File: config.mk
export PLATFORM = sky130hd
export DESIGN_NAME = udp_ipv4_checksum_engine_top
export DESIGN_NICKNAME = d
export VERILOG_FILES = /design/src/hw/rtl/udpck_pkg.sv /design/src/hw/rtl/udp_ipv4_checksum_engine_top.sv
export SDC_FILE = /design/constraint.sdc
export NUM_CORES = 1
export LEC_CHECK = 0
export BUFFER_PORTS_ARGS = -buffer_cell sky130_fd_sc_hd__buf_2
export CORE_MARGIN = 2
export CORE_UTILIZATION = 61
export CTS_CLUSTER_SIZE = 14
export DETAILED_ROUTE_END_ITERATION = 8
export PLACE_DENSITY = 0.79
export RECOVER_POWER = 100
export SYNTH_ARGS = -nofsm -noshare
export SYNTH_HDL_FRONTEND = slang
export SYNTH_SLANG_ARGS = --single-unit
export TNS_END_PERCENT = 100
File: constraint.sdc
create_clock -name clock -period 13.2 [get_ports clock]
set_input_delay 0.66 -clock clock [delete_from_list [all_inputs] [get_ports clock]]
set_output_delay 0.66 -clock clock [all_outputs]
set_load 0.02 [all_outputs]
File: src/hw/rtl/udpck_pkg.sv
`default_nettype none

package udpck_pkg;

   localparam int unsigned POS_W = 17;

   localparam logic [POS_W-1:0] IP_START    = POS_W'(14);
   localparam logic [POS_W-1:0] IP_CHECK_HI = POS_W'(24);
   localparam logic [POS_W-1:0] IP_CHECK_LO = POS_W'(25);
   localparam logic [POS_W-1:0] PROTO_POS   = POS_W'(23);
   localparam logic [POS_W-1:0] ADDR_FIRST  = POS_W'(26);
   localparam logic [POS_W-1:0] ADDR_LAST   = POS_W'(33);
   localparam logic [POS_W-1:0] UDP_START   = POS_W'(34);
   localparam logic [POS_W-1:0] ULEN_HI_POS = POS_W'(38);
   localparam logic [POS_W-1:0] ULEN_LO_POS = POS_W'(39);
   localparam logic [POS_W-1:0] UDP_CHK_HI  = POS_W'(40);
   localparam logic [POS_W-1:0] UDP_CHK_LO  = POS_W'(41);
   localparam logic [POS_W-1:0] POS_MAX     = {POS_W{1'b1}};

   localparam logic [15:0] ALL_ONES = 16'hFFFF;

   typedef struct packed {
      logic        short_frame;
      logic [15:0] udp_checksum;
      logic [15:0] ip_checksum;
   } result_type;

   // fold a sum of up to eight 16-bit words back to 16 bits, end-around carry
   function automatic logic [15:0] oc_fold(input logic [18:0] total);
      logic [16:0] s1;
      logic [16:0] s2;
      s1 = {1'b0, total[15:0]} + {14'd0, total[18:16]};
      s2 = {1'b0, s1[15:0]} + {16'd0, s1[16]};
      return s2[15:0];
   endfunction

endpackage

`default_nettype wire

File: src/hw/rtl/udp_ipv4_checksum_engine_top.sv
`default_nettype none

// Streaming IPv4 header and UDP checksum engine. Frame bytes enter one per
// transaction on req_ (Ethernet header first, req_tlast on the final byte);
// the IPv4 header is expected at byte 14 and the UDP header at byte 34. A byte
// is accepted in every cycle while fewer than two results wait on rsp_: each
// byte is folded into the running sums in the same cycle it is taken, so the
// rate is one byte per clock. On the final byte the result is written into a
// two-entry output queue and leaves on rsp_ from there, so a stalled result does
// not hold the byte stream for the next frame; req_tready drops only while both
// queue entries are full.
// rsp_tuser flags a frame that ended before the IPv4 header, the UDP length
// field or the UDP length was covered; its UDP checksum is then zero.
module udp_ipv4_checksum_engine_top (
   input  wire logic        clock,
   input  wire logic        reset,
   input  wire logic        req_tvalid,
   output      logic        req_tready,
   input  wire logic [7:0]  req_tdata,   // [7:0] data_byte
   input  wire logic        req_tlast,   // last_byte
   output      logic        rsp_tvalid,
   input  wire logic        rsp_tready,
   output      logic [31:0] rsp_tdata,   // [15:0] ip_checksum, [31:16] udp_checksum
   output      logic        rsp_tuser    // short_frame
);

   localparam int unsigned PW = udpck_pkg::POS_W;

   logic [PW-1:0] pos_ff, pos_in;
   logic [3:0]    hwords_ff, hwords_in;
   logic [15:0]   ulen_ff, ulen_in;
   logic [15:0]   ip_sum_ff, ip_sum_in;
   logic [15:0]   udp_sum_ff, udp_sum_in;
   logic [7:0]    held_ff, held_in;
   logic [7:0]    head_ff [4];

   logic          accept;
   logic [7:0]    b;
   logic [15:0]   placed;
   logic [5:0]    hlen;
   logic [6:0]    ip_end;
   logic          in_ip, in_pseudo, in_data;
   logic [15:0]   len_now;
   logic [15:0]   t0, t1, t2, t3;
   logic [15:0]   w0, w1;
   logic [18:0]   udp_total;
   logic [16:0]   ip_total;

   logic [17:0]   count;
   logic [17:0]   udp_end;
   logic          ip_ok, shrt;
   logic [15:0]   udc;
   udpck_pkg::result_type res;

   udpck_pkg::result_type q_ff [2];
   logic          wr_ptr_ff, rd_ptr_ff;
   logic [1:0]    cnt_ff;
   logic          push, pop;

   assign req_tready = (cnt_ff != 2'd2);
   assign accept     = req_tvalid && req_tready;
   assign b          = req_tdata;
   assign placed     = pos_ff[0] ? {8'd0, b} : {b, 8'd0};

   always_comb begin
      hwords_in = hwords_ff;
      if (pos_ff == udpck_pkg::IP_START) begin
         hwords_in = b[3:0];
      end
      hlen   = {hwords_in, 2'b00};
      ip_end = 7'(udpck_pkg::IP_START) + {1'b0, hlen};

      in_ip = (pos_ff >= udpck_pkg::IP_START) && (pos_ff < PW'(ip_end))
              && (pos_ff != udpck_pkg::IP_CHECK_HI) && (pos_ff != udpck_pkg::IP_CHECK_LO);
      ip_total  = {1'b0, ip_sum_ff} + (in_ip ? {1'b0, placed} : 17'd0);
      ip_sum_in = udpck_pkg::oc_fold({2'b00, ip_total});

      in_pseudo = (pos_ff == udpck_pkg::PROTO_POS)
                  || ((pos_ff >= udpck_pkg::ADDR_FIRST) && (pos_ff <= udpck_pkg::ADDR_LAST));
      in_data   = (pos_ff > udpck_pkg::ULEN_LO_POS)
                  && ((pos_ff - udpck_pkg::UDP_START) < {1'b0, ulen_ff})
                  && (pos_ff != udpck_pkg::UDP_CHK_HI) && (pos_ff != udpck_pkg::UDP_CHK_LO);

      len_now = {held_ff, b};
      w0      = {head_ff[0], head_ff[1]};
      w1      = {head_ff[2], head_ff[3]};
      t0 = 16'd0;
      t1 = 16'd0;
      t2 = 16'd0;
      t3 = 16'd0;
      ulen_in = ulen_ff;
      held_in = held_ff;
      priority if (pos_ff == udpck_pkg::ULEN_LO_POS) begin
         ulen_in = len_now;
         t0 = len_now;
         if (len_now >= 16'd2) begin
            t1 = w0;
         end else if (len_now == 16'd1) begin
            t1 = {head_ff[0], 8'd0};
         end
         if (len_now >= 16'd4) begin
            t2 = w1;
         end else if (len_now == 16'd3) begin
            t2 = {head_ff[2], 8'd0};
         end
         if (len_now >= 16'd6) begin
            t3 = len_now;
         end else if (len_now == 16'd5) begin
            t3 = {held_ff, 8'd0};
         end
      end else if (pos_ff == udpck_pkg::ULEN_HI_POS) begin
         held_in = b;
      end else if (in_pseudo || in_data) begin
         t0 = placed;
      end else begin
         t0 = 16'd0;
      end
      udp_total = {3'd0, udp_sum_ff} + {3'd0, t0} + {3'd0, t1}
                  + {3'd0, t2} + {3'd0, t3};
      udp_sum_in = udpck_pkg::oc_fold(udp_total);

      pos_in = (pos_ff != udpck_pkg::POS_MAX) ? pos_ff + PW'(1) : pos_ff;
   end

   always_comb begin
      count   = {1'b0, pos_ff} + 18'd1;
      udp_end = 18'(udpck_pkg::UDP_START) + {2'b00, ulen_in};
      ip_ok   = (count > 18'(udpck_pkg::IP_START)) && (count >= {11'd0, ip_end});
      shrt    = (count <= 18'(udpck_pkg::ULEN_LO_POS)) || !ip_ok || (count < udp_end);
      udc     = ~udp_sum_in;
      if (udc == 16'd0) begin
         udc = udpck_pkg::ALL_ONES;
      end
      res.ip_checksum  = ip_ok ? ~ip_sum_in : 16'd0;
      res.udp_checksum = shrt ? 16'd0 : udc;
      res.short_frame  = shrt;
   end

   always_ff @(posedge clock) begin
      if (reset) begin
         pos_ff     <= '0;
         hwords_ff  <= '0;
         ulen_ff    <= '0;
         ip_sum_ff  <= '0;
         udp_sum_ff <= '0;
      end else if (accept) begin
         if (req_tlast) begin
            pos_ff     <= '0;
            hwords_ff  <= '0;
            ulen_ff    <= '0;
            ip_sum_ff  <= '0;
            udp_sum_ff <= '0;
         end else begin
            pos_ff     <= pos_in;
            hwords_ff  <= hwords_in;
            ulen_ff    <= ulen_in;
            ip_sum_ff  <= ip_sum_in;
            udp_sum_ff <= udp_sum_in;
         end
      end
   end

   always_ff @(posedge clock) begin
      if (accept) begin
         held_ff <= held_in;
         if ((pos_ff >= udpck_pkg::UDP_START) && (pos_ff < udpck_pkg::ULEN_HI_POS)) begin
            head_ff[pos_ff[1:0] ^ 2'b10] <= b;
         end
      end
   end

   // output queue
   assign push       = accept && req_tlast;
   assign pop        = rsp_tvalid && rsp_tready;
   assign rsp_tvalid = (cnt_ff != 2'd0);
   assign rsp_tdata  = {q_ff[rd_ptr_ff].udp_checksum, q_ff[rd_ptr_ff].ip_checksum};
   assign rsp_tuser  = q_ff[rd_ptr_ff].short_frame;

   always_ff @(posedge clock) begin
      if (reset) begin
         wr_ptr_ff <= 1'b0;
         rd_ptr_ff <= 1'b0;
         cnt_ff    <= 2'd0;
      end else begin
         if (push) begin
            wr_ptr_ff <= ~wr_ptr_ff;
         end
         if (pop) begin
            rd_ptr_ff <= ~rd_ptr_ff;
         end
         unique case ({push, pop})
            2'b10:   cnt_ff <= cnt_ff + 2'd1;
            2'b01:   cnt_ff <= cnt_ff - 2'd1;
            default: cnt_ff <= cnt_ff;
         endcase
      end
   end

   always_ff @(posedge clock) begin
      if (push) begin
         q_ff[wr_ptr_ff] <= res;
      end
   end

endmodule

`default_nettype wire
==> out/qor.yml <==
run_status:
  outcome: "finished, violations left"
  violations: "max-capacitance violations, max-slew violations"
clocking:
  clkSinkCount: 180
  clock-root-buffer: "clkbuf_16"
  cts_tree: "built"
  clock_latency_ns: 0.44
  clk_path_buf_depth: 2
  cts_made_buffers: 17
  post_cts_resized: 0
  cts_hold_buf: 0
  clk_pin_slew_worst_paths_ns: 0.08
  htreeDepth: 4
  cts_setup_buffers: 0
placement:
  gp_congestion: 0.969
  portBuffers: 47
  hpwl_mm: 26.6
  placedCellCount: 1769
worst_setup_path:
  endpoint: "q_ff[0][24]"
  slowest_delay_ns: 0.73
  crit_path_frequent_cell: "ha_1"
  cp-end-kind: "flip-flop"
  rrSetupSlack_ns: 0.95
  required_ns: 13.32
  cp_num_buf_inv: 4
  critPathTopFamily: "compound AO/OA/AOI/OAI gates"
  reg2regPathDepth: 45
  r2r-end: "q_ff[0][24]"
  setup.worst_path.class: "reg -> reg"
  worstReg2RegStart: "pos_ff[3]"
  cp_num_cells: 45
  startpoint: "pos_ff[3]"
  startpoint_type: "flip-flop"
  crit_fanout: 17
  crit_slowest_cell: "o41ai_1"
  crit_arrival_ns: 12.37
timing:
  min_period_over_period_pct: 92.8
  rsz0062_at_grt: "false"
  setup-tns-final_ns: 0
  slew_headroom_pct: -151
  slew_violations: 178
  fmax_ghz: 0.0816
  period_needed_ns: 12.25
  whs_ns: 0.466
  tightest_slew_ns: 3.77
  finalHoldViolations: 0
  clock_skew_ns: 0.0171
  setup_viol: 0
detailed_routing:
  ant_nets: 0
  dr.pass1.iters: 9
  routed-via-count: 11600
  wl_mm: 36.7
  post_drt_wl_per_cell_um: 20.4
  drt_iter0_markers: 1304
  drc: 0
  vias_per_cell: 6.45
finish:
  syn_to_final_growth_pct: 6.45
  final_nets: 1662
  fill_cells: 1790
  drive_gt1_share_pct: 7.19
  finalNonFillerCells: 1802
logic_synthesis:
  yosys.area.top_type: "edfxtp_1"
  synth-seq-area-share_pct: 33.4
  netlist.area_leader.share_pct: 22.8
  yosys_warnings: 0
  syn_inst: 1497
  syn_area_um2: 14000
  synth-edff-count: 106
  yosys_register_bits: 180
  synth.avg_cell_area_um2: 9.34
  synthArstFlopShare_pct: 0
  synth.area.top_cells: "edfxtp_1 (23%), dfxtp_1 (11%), ha_1 (8.7%)"
  synth_cell_types: 102
  dominantRegCellSynth: "edfxtp_1"
  syn_nets: 1656
floorplanning:
  coreArea_um2: 22600
  start_util_pct: 61.9
  dieArea_um2: 24100
  ios: 48
  die_x_um: 155
  die_h_um: 155
  rows: 55
power:
  p_per_area_nw_per_um2: 91.5
  combinationalPowerShare_pct: 14.7
  p_int_mw: 0.958
  switchingPower_mw: 0.404
  clock_power_share_pct: 39.7
  swShare_pct: 29.7
  total_leakage_power_nw: 5.94
  total_power_mw: 1.36
  pwr-share-seq_pct: 45.6
  ir_drop_v: 0.0000863
global_route:
  grt_usage_pct: 30.8
  grt_max_degree: 76
  antenna_found_initial: 1
  grt_pass1_vias: 11300
  overflow: 0
  grt_pass1_wl_mm: 58.7
run:
  maxCapViolations: 4
worst_hold_path:
  worstHoldPathType: "reg -> reg"
## cell type report
cell class	count	area [µm²]	area share (%)
inverters	98	368	2.47
flip-flops and latches	180	4660	31.3
repair buffers	58	248	1.66
multi-input cells	1148	8600	57.8
clock buffers	18	439	2.95
well taps	285	357	2.40
diodes	1	2.50	0.0168
clock inverters	14	203	1.36
## power by group through the flow
stage,sequential [mW],combinational (mW),clock (mW)
3_3_place_gp,0.632,0.205,0
2_1_floorplan,0.630,0.143,0
3_5_place_dp,0.633,0.207,0
5_1_grt,0.623,0.213,0.566
4_1_cts,0.620,0.208,0.544
6_report,0.621,0.200,0.541
## cell families after synthesis
group / count (synthesis) / synth area share, %
adders and majority gates: 146 / 15.7
xor gates and xnor gates: 114 / 7.40
muxes: 43 / 3.39
and+or+nand+nor: 508 / 18.7
DFF: 180 / 33.4
AOI/OAI and AO/OA: 337 / 16.7
buffers and inverters: 169 / 4.80
## layout by cell type, fill, tap and decap left out, types with 20 or more instances in the layout
master and count:
nor4_1 24, edfxtp_1 106, and2_1 32, xor2_1 44, nor2_1 161, nand3_1 56, o21ai_0 64, a21oi_1 68
nor3_1 30, clkbuf_1 44, nand2_1 78, a22oi_1 57, ha_1 97, dfxtp_1 74, xnor2_1 67, nand4_1 20
a21o_1 28, fa_1 49, inv_1 98, mux2_2 30
## state kept, by name, summed over array words and instances, names as in the netlist, named ones only
register    cells
udp_sum_ff     16
ip_sum_ff      16
ulen_ff        16
cnt_ff          2
wr_ptr_ff       1
pos_ff         17
q_ff           66
held_ff         8
hwords_ff       4
head_ff        32
rd_ptr_ff       1
## how the worst min path moves through the flow
stage	slack, ns	cells past startpoint	endpoint	start
3_3_place_gp	0.44	2	udp_sum_ff[0]	udp_sum_ff[0]
5_1_grt	0.49	2	udp_sum_ff[0]	udp_sum_ff[0]
2_1_floorplan	0.43	2	udp_sum_ff[0]	udp_sum_ff[0]
4_1_cts	0.46	2	ip_sum_ff[0]	ip_sum_ff[0]
3_5_place_dp	0.46	2	ip_sum_ff[0]	ip_sum_ff[0]
6_report	0.47	2	ip_sum_ff[0]	ip_sum_ff[0]
## per-stage QoR
step	worst slack (ns)	instance area [µm²]	utilization (%)
2_1_floorplan	2.45	14000	-
3_3_place_gp	1.56	14400	63.6
3_5_place_dp	1.16	14400	63.6
4_1_cts	1.07	15000	66.5
5_1_grt	0.170	14900	65.9
6_report	0.951	14900	65.9
## synthesized netlist by cell type (14+ instances only)
cell	count
mux2_2	34
inv_1	98
a21oi_1	68
xor2_1	44
a21o_1	28
nand4_1	19
xnor2_1	67
o21a_1	14
and3_1	16
o31ai_1	14
nand3_1	56
a22oi_1	57
ha_1	97
o21ai_0	54
nand2_1	78
dfxtp_1	74
fa_1	49
nor2_1	163
and2_1	39
edfxtp_1	106
nor4_1	22
clkbuf_1	60
nor3_1	30
## routing by layer
| metal | up-vias | global-route usage [%] | share of wire [%] |
|---|---|---|---|
| met5 | - | 0 | 0 |
| met4 | 0 | 11.0 | 3.0 |
| met3 | 91 | 5.77 | 8.3 |
| met2 | 564 | 50.6 | 47 |
| met1 | 5548 | 41.0 | 42 |
| li1 | 5414 | - | - |
## worst register-to-register path: cells and delay by family, from the launching register on
kind | cells | cell delay [ns]
simple gates | 16 | 3.31
compound gates | 17 | 4.73
xor+xnor | 1 | 0.19
fa+ha+maj | 7 | 2.72
flops | 1 | 0.51
buf+inv | 4 | 0.44
(Power assumes the default switching activity.)
